<file path="config.mk">
export PLATFORM = sky130hd
export DESIGN_NAME = scalar_kalman_filter_unit
export DESIGN_NICKNAME = d
export VERILOG_FILES = /design/src/rtl/skf_pkg.sv /design/src/rtl/scalar_kalman_filter_unit.sv
export SDC_FILE = /design/constraint.sdc
export NUM_CORES = 2
export LEC_CHECK = 0
export BUFFER_PORTS_ARGS = -buffer_cell sky130_fd_sc_hd__buf_2
export CORE_MARGIN = 3
export CORE_UTILIZATION = 40
export CTS_BUF_LIST = sky130_fd_sc_hd__clkbuf_4 sky130_fd_sc_hd__clkbuf_8 sky130_fd_sc_hd__clkbuf_16
export DETAILED_ROUTE_END_ITERATION = 6
export HOLD_SLACK_MARGIN = 0.03
export PLACE_DENSITY_LB_ADDON = 0.12
export SLEW_MARGIN = 20
export SYNTH_ARGS = -nofsm -noshare
export SYNTH_HDL_FRONTEND = slang
export SYNTH_SLANG_ARGS = --single-unit
</file>
<file path="constraint.sdc">
create_clock -name i_clk -period 24.4 [get_ports i_clk]
set_input_delay 2.44 -clock i_clk [delete_from_list [all_inputs] [get_ports i_clk]]
set_output_delay 2.44 -clock i_clk [all_outputs]
set_load 0.01 [all_outputs]
</file>
<file path="src/rtl/skf_pkg.sv">
// Shared constants of the scalar Kalman filter: default widths, register
// indexes and register reset values. No dependencies.
`timescale 1ns / 1ps

package skf_pkg;

    localparam int VALUE_WIDTH_DEF    = 32;
    localparam int GAIN_FRAC_BITS_DEF = 16;

    localparam int CFG_INDEX_WIDTH = 2;

    localparam logic [CFG_INDEX_WIDTH-1:0] REG_PROCESS_NOISE      = 2'd0;
    localparam logic [CFG_INDEX_WIDTH-1:0] REG_MEASUREMENT_NOISE  = 2'd1;
    localparam logic [CFG_INDEX_WIDTH-1:0] REG_INITIAL_ESTIMATE   = 2'd2;
    localparam logic [CFG_INDEX_WIDTH-1:0] REG_INITIAL_COVARIANCE = 2'd3;

    localparam logic [63:0] RST_PROCESS_NOISE      = 64'd66;
    localparam logic [63:0] RST_MEASUREMENT_NOISE  = 64'd6554;
    localparam logic [63:0] RST_INITIAL_ESTIMATE   = 64'd0;
    localparam logic [63:0] RST_INITIAL_COVARIANCE = 64'd65536;

endpackage

</file>
<file path="src/rtl/scalar_kalman_filter_unit.sv">
// Scalar Kalman filter top level: bit-serial gain divider and two
// shift-add multipliers around an estimate/covariance state.
// Depends on skf_pkg.
`timescale 1ns / 1ps

// Usage:
// - Slave stream (i_s_*): one measurement per item; tdata carries the signed
//   sample, tuser bit 0 is the restart flag that reloads the estimate and
//   covariance from the initial registers before this update.
// - Master stream (o_m_*): one result per item: filtered estimate, gain and
//   updated covariance.
// - Config channel (i_cfg_*): register index and data; always ready. Write
//   only while no item is in flight. Initial values act on restart or reset.
// - Each item runs from acceptance through the states PRED, PREP, DIV, MUL, RND
//   and UPD to a loaded output register; the divider runs GAIN_FRAC_BITS + 1
//   restoring steps, then both multipliers run GAIN_FRAC_BITS + 1 shift-add
//   steps. A new item is taken only once the state returns to idle after the
//   result is loaded.
// - Reset loads register defaults and sets the state from them; outputs idle.
// - A stalled receiver holds the result in the output register; the next item
//   is still accepted and computed, and waits in its last step until the
//   output register frees.
module scalar_kalman_filter_unit #(
    parameter int VALUE_WIDTH    = skf_pkg::VALUE_WIDTH_DEF,
    parameter int GAIN_FRAC_BITS = skf_pkg::GAIN_FRAC_BITS_DEF
) (
    input  logic                                 i_clk,
    input  logic                                 i_rst_n,
    input  logic                                 i_s_tvalid,
    output logic                                 o_s_tready,
    // sample
    input  logic [((VALUE_WIDTH+7)/8)*8-1:0]     i_s_tdata,
    // restart
    input  logic                                 i_s_tuser,
    output logic                                 o_m_tvalid,
    input  logic                                 i_m_tready,
    // filtered, gain, covariance_out
    output logic [((2*VALUE_WIDTH+GAIN_FRAC_BITS+1+7)/8)*8-1:0] o_m_tdata,
    input  logic                                 i_cfg_valid,
    output logic                                 o_cfg_ready,
    input  logic [skf_pkg::CFG_INDEX_WIDTH-1:0]  i_cfg_index,
    input  logic [VALUE_WIDTH-1:0]               i_cfg_data
);

    localparam int W       = VALUE_WIDTH;
    localparam int G       = GAIN_FRAC_BITS;
    localparam int OUT_RAW = 2*W + G + 1;
    localparam int OUT_W   = ((OUT_RAW + 7) / 8) * 8;
    localparam int CNT_W   = $clog2(G + 1);

    localparam logic [2:0] S_IDLE = 3'd0;
    localparam logic [2:0] S_PRED = 3'd1;
    localparam logic [2:0] S_PREP = 3'd2;
    localparam logic [2:0] S_DIV  = 3'd3;
    localparam logic [2:0] S_MUL  = 3'd4;
    localparam logic [2:0] S_RND  = 3'd5;
    localparam logic [2:0] S_UPD  = 3'd6;

    localparam logic [W-1:0] RST_Q  = W'(skf_pkg::RST_PROCESS_NOISE);
    localparam logic [W-1:0] RST_R  = W'(skf_pkg::RST_MEASUREMENT_NOISE);
    localparam logic [W-1:0] RST_IE = W'(skf_pkg::RST_INITIAL_ESTIMATE);
    localparam logic [W-1:0] RST_IC = W'(skf_pkg::RST_INITIAL_COVARIANCE);

    localparam logic [G:0]       ONE   = {1'b1, {G{1'b0}}};
    localparam logic [W+G+1:0]   HALF  = {{(W+G+1){1'b0}}, 1'b1} << (G - 1);
    localparam logic [CNT_W-1:0] LAST  = CNT_W'(G);
    localparam logic signed [W+1:0] SMAX_E = {3'b000, {(W-1){1'b1}}};
    localparam logic signed [W+1:0] SMIN_E = {3'b111, {(W-1){1'b0}}};

    logic [2:0]       r_state;
    logic [W-1:0]     r_q, r_r, r_ie, r_ic;
    logic [W-1:0]     r_x, r_p, r_m;
    logic [W-1:0]     r_pp, r_mag;
    logic [W:0]       r_den;
    logic             r_neg, r_zero;
    logic [W+1:0]     r_rem;
    logic [G:0]       r_quo, r_k, r_mk, r_mc;
    logic [CNT_W-1:0] r_cnt;
    logic [W-1:0]     r_hi1, r_hi2;
    logic [G:0]       r_lo1, r_lo2;
    logic [W:0]       r_corr;
    logic [W-1:0]     r_np;
    logic             r_out_valid;
    logic [W-1:0]     r_out_x, r_out_p;
    logic [G:0]       r_out_k;

    logic             s_accept, out_free;
    logic [W:0]       pp_sum, den_sum, diff;
    logic [W-1:0]     pp_sat, mag;
    logic [W+1:0]     div_t, div_sub;
    logic             div_ge;
    logic [G:0]       quo_next, k_final;
    logic [W:0]       s1, s2;
    logic [W+G+1:0]   rnd1, rnd2;
    logic signed [W+1:0] x_ext, c_ext, nx_w;
    logic [W-1:0]     nx;

    assign o_s_tready = (r_state == S_IDLE);
    assign s_accept   = i_s_tvalid && o_s_tready;
    assign out_free   = !r_out_valid || i_m_tready;
    assign o_cfg_ready = 1'b1;

    assign pp_sum  = {1'b0, r_p} + {1'b0, r_q};
    assign pp_sat  = pp_sum[W] ? {W{1'b1}} : pp_sum[W-1:0];
    assign den_sum = {1'b0, r_pp} + {1'b0, r_r};
    assign diff    = {r_m[W-1], r_m} - {r_x[W-1], r_x};
    assign mag     = diff[W] ? W'(~diff + 1'b1) : diff[W-1:0];

    assign div_t    = (r_cnt == '0) ? r_rem : {r_rem[W:0], 1'b0};
    assign div_sub  = div_t - {1'b0, r_den};
    assign div_ge   = (div_t >= {1'b0, r_den});
    assign quo_next = {r_quo[G-1:0], div_ge};
    assign k_final  = r_zero ? '0 : quo_next;

    assign s1 = {1'b0, r_hi1} + (r_mk[0] ? {1'b0, r_mag} : '0);
    assign s2 = {1'b0, r_hi2} + (r_mc[0] ? {1'b0, r_pp} : '0);

    assign rnd1 = {1'b0, r_hi1, r_lo1} + HALF;
    assign rnd2 = {1'b0, r_hi2, r_lo2} + HALF;

    assign x_ext = {r_x[W-1], r_x[W-1], r_x};
    assign c_ext = {1'b0, r_corr};
    assign nx_w  = r_neg ? (x_ext - c_ext) : (x_ext + c_ext);
    always_comb begin
        if (nx_w > SMAX_E) begin
            nx = SMAX_E[W-1:0];
        end else if (nx_w < SMIN_E) begin
            nx = SMIN_E[W-1:0];
        end else begin
            nx = nx_w[W-1:0];
        end
    end

    // Control, configuration and filter state.
    always_ff @(posedge i_clk) begin
        if (!i_rst_n) begin
            r_state     <= S_IDLE;
            r_out_valid <= 1'b0;
            r_q         <= RST_Q;
            r_r         <= RST_R;
            r_ie        <= RST_IE;
            r_ic        <= RST_IC;
            r_x         <= RST_IE;
            r_p         <= RST_IC;
        end else begin
            if (i_cfg_valid) begin
                unique case (i_cfg_index)
                    skf_pkg::REG_PROCESS_NOISE:      r_q  <= i_cfg_data;
                    skf_pkg::REG_MEASUREMENT_NOISE:  r_r  <= i_cfg_data;
                    skf_pkg::REG_INITIAL_ESTIMATE:   r_ie <= i_cfg_data;
                    skf_pkg::REG_INITIAL_COVARIANCE: r_ic <= i_cfg_data;
                    default: ;
                endcase
            end
            if (r_out_valid && i_m_tready && (r_state != S_UPD)) begin
                r_out_valid <= 1'b0;
            end
            unique case (r_state)
                S_IDLE: begin
                    if (s_accept) begin
                        if (i_s_tuser) begin
                            r_x <= r_ie;
                            r_p <= r_ic;
                        end
                        r_state <= S_PRED;
                    end
                end
                S_PRED: r_state <= S_PREP;
                S_PREP: r_state <= S_DIV;
                S_DIV: begin
                    if (r_cnt == LAST) begin
                        r_state <= S_MUL;
                    end
                end
                S_MUL: begin
                    if (r_cnt == LAST) begin
                        r_state <= S_RND;
                    end
                end
                S_RND: r_state <= S_UPD;
                S_UPD: begin
                    if (out_free) begin
                        r_x         <= nx;
                        r_p         <= r_np;
                        r_out_valid <= 1'b1;
                        r_state     <= S_IDLE;
                    end
                end
                default: r_state <= S_IDLE;
            endcase
        end
    end

    // Datapath: serial divider, shift-add multipliers, rounding.
    always_ff @(posedge i_clk) begin
        case (r_state)
            S_IDLE: begin
                if (s_accept) begin
                    r_m <= i_s_tdata[W-1:0];
                end
            end
            S_PRED: begin
                r_pp <= pp_sat;
            end
            S_PREP: begin
                r_den  <= den_sum;
                r_zero <= (den_sum == '0);
                r_neg  <= diff[W];
                r_mag  <= mag;
                r_rem  <= {2'b00, r_pp};
                r_quo  <= '0;
                r_cnt  <= '0;
            end
            S_DIV: begin
                r_rem <= div_ge ? div_sub : div_t;
                r_quo <= quo_next;
                if (r_cnt == LAST) begin
                    r_k   <= k_final;
                    r_mk  <= k_final;
                    r_mc  <= ONE - k_final;
                    r_hi1 <= '0;
                    r_hi2 <= '0;
                    r_cnt <= '0;
                end else begin
                    r_cnt <= r_cnt + 1'b1;
                end
            end
            S_MUL: begin
                r_hi1 <= s1[W:1];
                r_lo1 <= {s1[0], r_lo1[G:1]};
                r_hi2 <= s2[W:1];
                r_lo2 <= {s2[0], r_lo2[G:1]};
                r_mk  <= {1'b0, r_mk[G:1]};
                r_mc  <= {1'b0, r_mc[G:1]};
                r_cnt <= r_cnt + 1'b1;
            end
            S_RND: begin
                r_corr <= rnd1[W+G:G];
                r_np   <= rnd2[W+G-1:G];
            end
            S_UPD: begin
                if (out_free) begin
                    r_out_x <= nx;
                    r_out_k <= r_k;
                    r_out_p <= r_np;
                end
            end
            default: ;
        endcase
    end

    assign o_m_tvalid = r_out_valid;
    assign o_m_tdata  = OUT_W'({r_out_p, r_out_k, r_out_x});

`ifndef ASSERT_OFF
    a_gain_max: assert property (@(posedge i_clk) disable iff (!i_rst_n)
        r_out_valid |-> (r_out_k <= ONE))
        else $error("gain above one");

    a_cov_bound: assert property (@(posedge i_clk) disable iff (!i_rst_n)
        (r_state == S_UPD) |-> (r_np <= r_pp))
        else $error("covariance grew past prediction");

    a_zero_gain: assert property (@(posedge i_clk) disable iff (!i_rst_n)
        (r_state == S_MUL && r_zero) |-> (r_k == '0))
        else $error("nonzero gain with zero denominator");

    a_accept_start: assert property (@(posedge i_clk) disable iff (!i_rst_n)
        s_accept |=> (r_state == S_PRED))
        else $error("accepted item did not start");

    a_cnt_range: assert property (@(posedge i_clk) disable iff (!i_rst_n)
        (r_state == S_DIV || r_state == S_MUL) |-> (r_cnt <= LAST))
        else $error("step counter overran");
`endif

endmodule

</file>
==> Word-level counts from Yosys, hierarchy flattened <==
Cells that the tools add are included.
{ "totals": {"in_bits": 72, "output_inout_bits": 91, "regBits": 677} }
{ "op_classes": {"reduce_logical": 23, "n_bitwise": 1, "order_cmp": 3, "muxes": 36, "eq_ne": 16, "add_sub_neg": 13} }
{ "ops": {"columns": ["operator", "n"], "rows": [
  ["$mux 32", 12],
  ["$pmux 32 s2", 4],
  ["$add 32x32->33", 4],
  ["$mux 34", 3],
  ["$pmux 17 s2", 2],
  ["$pmux 34 s2", 1],
  ["$mux 17", 3],
  ["$add 49x16->49 const B", 1],
  ["$add 48x16->48 const B", 1],
  ["$add 32x34->34", 1],
  ["$ge 34x33->1", 1],
  ["$gt 34x32->1 const B", 1],
  ["$lt 34x32->1 const B", 1],
  ["$sub 32x34->34", 1],
  ["$sub 34x33->34", 1],
  ["$logic_not 33->1", 1],
  ["$sub 32x32->33", 1],
  ["$add 32x1->32 const B", 1],
  ["$not 32->32", 1],
  ["$pmux 16 s2", 1],
  ["$pmux 3 s7", 1],
  ["$sub 17x17->17 const A", 1],
  ["$reduce_and 2->1", 8],
  ["$pmux 5 s3", 1],
  ["22 further kinds", 39]
]} }

==> Longest topological paths before layout <==
{ "logic_depth": {"depth_word": 7, "depth_mapped": 27} }

==> Worst setup path after synthesis <==
Ideal clock, no wire load.
{ "synth_timing": {"path_type": "reg2reg", "startpoint": "register r_state[1]", "endpoint": "register r_hi1[0], enable pin", "path_stages_with_launch": 8, "required_time_ns": 23.710, "synth_period_minus_slack_ns": 8.900, "slack_ns": 15.500, "setup_time_ns": 0.690, "arrival_time_ns": 8.210, "path_buffers": 3, "path_cell_list": "dfxtp_1 > clkbuf_1 > nand2b_1 > inv_1 > nand2_1 > clkbuf_1 > clkbuf_1 > o21ai_0"} }
{ "synth_between": {"elab_chain_cells": 3, "elab_cells_between_ends": 5, "classes_between": "3 x eq/ne; 2 x reduce/logical"} }
{ "synth_lines": {"columns": ["element", "line_no", "source"], "rows": [
  ["start, declared", "scalar_kalman_filter_unit.sv:70", "logic [2:0] r_state;"],
  ["start signal, assigned", "scalar_kalman_filter_unit.sv:137", "r_state <= S_IDLE;"],
  ["start signal, assigned", "scalar_kalman_filter_unit.sv:165", "r_state <= S_PRED;"],
  ["start signal, assigned", "scalar_kalman_filter_unit.sv:168", "S_PRED: r_state <= S_PREP;"],
  ["$eq 3x2->1 or $eq 3x3->1 (tied branches)", "scalar_kalman_filter_unit.sv:196", "case (r_state)"],
  ["$ne 2x2->1 (no source line) or $reduce_bool 2->1 (tied branches)", null, null],
  ["$reduce_and 2->1 (no source line) (*)", null, null],
  ["end signal, assigned", "scalar_kalman_filter_unit.sv:229", "r_hi1 <= s1[W:1];"],
  ["end, declared", "scalar_kalman_filter_unit.sv:79", "logic [W-1:0] r_hi1, r_hi2;"]
]} }
Mark *: on every way between the ends. The rest lies on a longest branch, timed or not.
A chain may end at the register's enable or synchronous reset.

==> Worst setup path after layout <==
{ "layout_timing": {"startpoint": "register r_cnt[0]", "endpoint": "register r_mc[11] (data pin)"} }
{ "layout_between": {"elab_chain_cells": 7} }
{ "layout_lines": {"columns": ["element", "line_no", "source"], "rows": [
  ["start, declared", "scalar_kalman_filter_unit.sv:78", "logic [CNT_W-1:0] r_cnt;"],
  ["start signal, assigned", "scalar_kalman_filter_unit.sv:225", "r_cnt <= r_cnt + 1'b1;"],
  ["start signal, assigned", "scalar_kalman_filter_unit.sv:235", "r_cnt <= r_cnt + 1'b1;"],
  ["$logic_not 5->1", "scalar_kalman_filter_unit.sv:109", "assign div_t = (r_cnt == '0) ? r_rem : {r_rem[W:0], 1'b0};"],
  ["$mux 34", "scalar_kalman_filter_unit.sv:109", null],
  ["$ge 34x33->1", "scalar_kalman_filter_unit.sv:111", "assign div_ge = (div_t >= {1'b0, r_den});"],
  ["$mux 17", "scalar_kalman_filter_unit.sv:113", "assign k_final = r_zero ? '0 : quo_next;"],
  ["$sub 17x17->17", "scalar_kalman_filter_unit.sv:220", "r_mc <= ONE - k_final;"],
  ["$mux 17", "scalar_kalman_filter_unit.sv:217", "if (r_cnt == LAST) begin"],
  ["$pmux 17 s2", "scalar_kalman_filter_unit.sv:196", null],
  ["end signal, assigned", "scalar_kalman_filter_unit.sv:220", null],
  ["end signal, assigned", "scalar_kalman_filter_unit.sv:234", "r_mc <= {1'b0, r_mc[G:1]};"],
  ["end, declared", "scalar_kalman_filter_unit.sv:77", "logic [G:0] r_quo, r_k, r_mk, r_mc;"]
]} }
Every way passes these cells. The select of a mux whose other input is x is not followed.

==> results.tsv <==
metric	value	unit
result of the run	finished clean	
grt total ovfl	0	
switching portion of total power	0.2855	
vias per inst	5.289	
area enclosed by the die boundary	98150	µm²
width of the chip	313.3	µm
overall fraction of global-route tracks in use	0.2124	
RSZ-0062 raised after global routing	false	
number of I/O pins	163	
data required time of the critical path	24.76	ns
power per standard cell area	72.95	nW/µm²
Total Neg Setup Slack	0	ns
final-layout worst hold slack	0.4179	ns
critical path class	register to register	
half-perimeter wire length after detailed placement	77330	µm
launching element type of the critical path	register	
CTS buffer count	79	
Yosys warning total	0	
most used flip-flop cell after synthesis	sky130_fd_sc_hd__edfxtp_1	
Hold Path Cell Cnt	0	
total of flip-flops plus latches after synthesis	647	
adder-cell area share of the yosys netlist	0.08089	
# setup viols final	0	
Reg-to-Reg Start	r_cnt[0]	
maximum buffer depth of the clock tree	3	
leading cell types in the layout, fill and taps excluded	sky130_fd_sc_hd__nand2_1 (636), sky130_fd_sc_hd__edfxtp_1 (451), sky130_fd_sc_hd__nor2_1 (260), sky130_fd_sc_hd__ha_1 (233), sky130_fd_sc_hd__a21oi_1 (212)	
Sw Pwr	886.8	µW
synthesized netlist cell count	3934	
via count of the first global-routing pass	28300	
endpoint of the most critical register-to-register path	r_mc[11]	
number of nets in the final layout	4358	
Clock Sinks	647	
share of layout cells above drive strength 1	0.1036	
buffers added on ports	154	
CTS Root Buffer Type	sky130_fd_sc_hd__clkbuf_16	
Post-CTS Repair Setup Buffers	0	
Starting Density	0.4041	
f_max	0.1515	GHz
part of the power in combinational logic	0.193	
Clock Latency Late Sink	0.65	ns
basic-gate share of the synthesized area counting and, or, nand and nor cells	0.1783	
signed area change from the synthesized netlist to the final layout	12.74	%
area used by multi-input combinational logic	19190	µm²
Layout fillers	9054	
internal power	2220	µW
worst min-delay path startpoint	r_k[3]	
synthesized area per cell	9.601	µm²
post-synthesis instance area	37770	µm²
maximum level of the CTS H-tree	3	
final hold violations	0	
sequential cell area in the final layout	17470	µm²
proportion of register bits with asynchronous set or reset after synthesis	0	
class of the tightest hold or removal check	register to register	
drt initial violations	1493	
Post-synth EDFFs	451	
Routed Wire Length	105400	µm
most common cell after layout, fill and taps aside	sky130_fd_sc_hd__nand2_1	
global-route wire length before repair	163000	µm
arrival time worst endpoint	6.96	ns
Rel. slew slack	0.2840	
mux share of post-synthesis cell area	0.01328	
leakage component of the power	0.01689	µW
number of maximum-capacitance violations	0	
Hold-fix buffers, CTS	0	
Core Area	93470	µm²
category of the worst setup path capture point	register	
post-route antenna net violation count	0	
crit share post-route	0.2705	
CTS tree	built	
distinct cell type count after synthesis	83	
via total after detailed routing	28390	
post-synthesis compound-gate area fraction	0.1597	
Tmin final	6.600	ns
end point of the most critical hold path	r_out_k[3]	
CTS clock-pin slew for the worst setup and hold paths	0.06	ns
part of the power in the clock network	0.392	
DRC errors left	0	
final weighted congestion in routability-driven placement	0.8725	
Seq pwr share	0.415	
transition time of the tightest slew-check pin	1.074	ns
number of pins with negative max-slew slack in the final report	0	
average wire per standard cell	19.63	µm
Max Clock Skew	0.02429	ns
router iterations before antenna repair	5	
maximum number of pins on one net before global-route repair	122	
critical path peak fanout	63	
depth of the worst register-to-register path	21	
dominant combinational cell family by area after synthesis	simple AND/OR/NAND/NOR gates	
XOR/XNOR Fraction of Synth Area	0.07278	
Die Span Y	313.3	µm
CTS-repair resized insts	0	
Core Rows	112	
sequential cell area fraction in the yosys report	0.4624	
initial antenna violation count	3	
register-to-register setup slack	17.80	ns
Max IR drop VDD	0.05356	mV
[through the flow]
step | setup WS (ns) | power [µW] | utilization | std cells | instance area (µm²)
5_1_grt | 17.28 | 3259 | 0.4555 | 5366 | 42580
4_1_cts | 17.74 | 3137 | 0.4553 | 5365 | 42560
3_5_place_dp | 17.79 | 1909 | 0.4263 | 5218 | 39840
3_3_place_gp | 17.82 | 1908 | 0.4263 | 5218 | 39840
2_1_floorplan | 15.50 | 1749 | - | 3940 | 37790
6_report | 17.80 | 3107 | 0.4556 | 5368 | 42580
[synth_stat cells (21+ instances only)]
library cell,count,area [µm²]
sky130_fd_sc_hd__ha_1,233,2915
sky130_fd_sc_hd__a31oi_1,33,206.5
sky130_fd_sc_hd__a21oi_1,213,1066
sky130_fd_sc_hd__xnor2_1,206,1804
sky130_fd_sc_hd__o21a_1,47,352.8
sky130_fd_sc_hd__nand3_1,138,690.7
sky130_fd_sc_hd__nand2b_1,53,331.6
sky130_fd_sc_hd__and3_1,51,319.1
sky130_fd_sc_hd__a21o_1,97,728.2
sky130_fd_sc_hd__and2_1,83,519.3
sky130_fd_sc_hd__xor2_1,106,928.4
sky130_fd_sc_hd__nor3_1,73,365.4
sky130_fd_sc_hd__clkbuf_1,149,559.3
sky130_fd_sc_hd__o2111ai_1,32,280.3
sky130_fd_sc_hd__or3_1,21,131.4
sky130_fd_sc_hd__a21boi_0,124,930.9
sky130_fd_sc_hd__o211a_1,32,320.3
sky130_fd_sc_hd__dfxtp_1,196,3924
sky130_fd_sc_hd__edfxtp_1,451,13540
sky130_fd_sc_hd__o21ai_0,162,810.8
sky130_fd_sc_hd__nand2_1,637,2391
sky130_fd_sc_hd__mux2_2,33,371.6
sky130_fd_sc_hd__nor2b_1,50,312.8
sky130_fd_sc_hd__nor2_1,263,987.2
sky130_fd_sc_hd__inv_1,152,570.6
[critical path, cell delays in order, from the launching register on]
cell	delay, ns
sky130_fd_sc_hd__edfxtp_1	0.43
sky130_fd_sc_hd__inv_1	0.08
sky130_fd_sc_hd__ha_1	0.16
sky130_fd_sc_hd__nand2_1	0.09
sky130_fd_sc_hd__nor2_4	0.08
sky130_fd_sc_hd__buf_4	0.43
sky130_fd_sc_hd__mux2_2	0.44
sky130_fd_sc_hd__fa_1	0.44
sky130_fd_sc_hd__a21o_1	0.18
sky130_fd_sc_hd__a21o_1	0.21
sky130_fd_sc_hd__a211oi_1	0.30
sky130_fd_sc_hd__o21ai_0	0.25
sky130_fd_sc_hd__a2111oi_0	0.67
sky130_fd_sc_hd__o21ai_0	0.30
sky130_fd_sc_hd__a21oi_1	0.25
sky130_fd_sc_hd__o31ai_1	0.16
sky130_fd_sc_hd__a21boi_4	0.18
sky130_fd_sc_hd__buf_4	0.58
sky130_fd_sc_hd__and3b_1	0.51
sky130_fd_sc_hd__o21ai_0	0.24
sky130_fd_sc_hd__xnor2_1	0.22
sky130_fd_sc_hd__a21oi_1	0.08
[metal layers]
layer  share of wire  GRT usage  up-vias
met2            0.48     0.3703      444
met1            0.46     0.2782    13520
met4           0.028    0.06166        0
met3           0.031    0.02426      141
li1                -          -    14290
met5               0          0        -
[worst max path at each step]
stage,slack (ns),startpoint,end
6_report,17.80,r_cnt[0],r_mc[11]
5_1_grt,17.28,r_cnt[0],r_mc[11]
4_1_cts,17.74,r_cnt[0],r_mc[11]
3_5_place_dp,17.79,r_cnt[0],r_mc[11]
3_3_place_gp,17.82,r_cnt[0],r_mc[11]
2_1_floorplan,15.50,r_state[1],r_hi1[0]
[kinds of logic (layout without fill, tap and decap cells)]
| group | after synthesis | after routing |
|---|---|---|
| simple gates | 1463 | 1463 |
| xor+xnor | 313 | 313 |
| compound gates | 905 | 905 |
| fa+ha+maj | 240 | 240 |
| mux | 46 | 46 |
| other cells | 2 | 10 |
| buf+inv | 318 | 490 |
| flops | 647 | 647 |
[power groups by stage]
stage | clock network (µW) | logic (µW) | registers, µW
after CTS | 1250 | 602 | 1290
final | 1220 | 601 | 1290
after global routing | 1290 | 673 | 1290
after floorplan | 0 | 458 | 1290
after global placement | 0 | 597 | 1310
after detailed placement | 0 | 598 | 1310
[flip-flops by register name (all words and copies together) (netlist names), 16 cells and up]
name	cells
r_den	33
r_corr	33
r_out_x	32
r_out_k	17
r_mk	17
r_mc	17
r_rem	34
r_quo	16
r_out_p	32
r_m	32
r_np	32
r_ie	32
r_hi1	32
r_ic	32
r_mag	32
r_hi2	32
r_pp	32
r_q	32
r_x	32
r_r	32
r_p	32
r_k	17
[final cells by class]
type | count | share of cell area
Antenna cell | 2 | 0.0001175
Clock buffer | 113 | 0.05512
Clock inverter | 34 | 0.008609
Inverter | 153 | 0.01349
Multi-Input combinational cell | 2975 | 0.4508
Sequential cell | 647 | 0.4102
Tap cell | 1254 | 0.03685
Timing Repair Buffer | 190 | 0.02489
(Power assumes the default switching activity.)
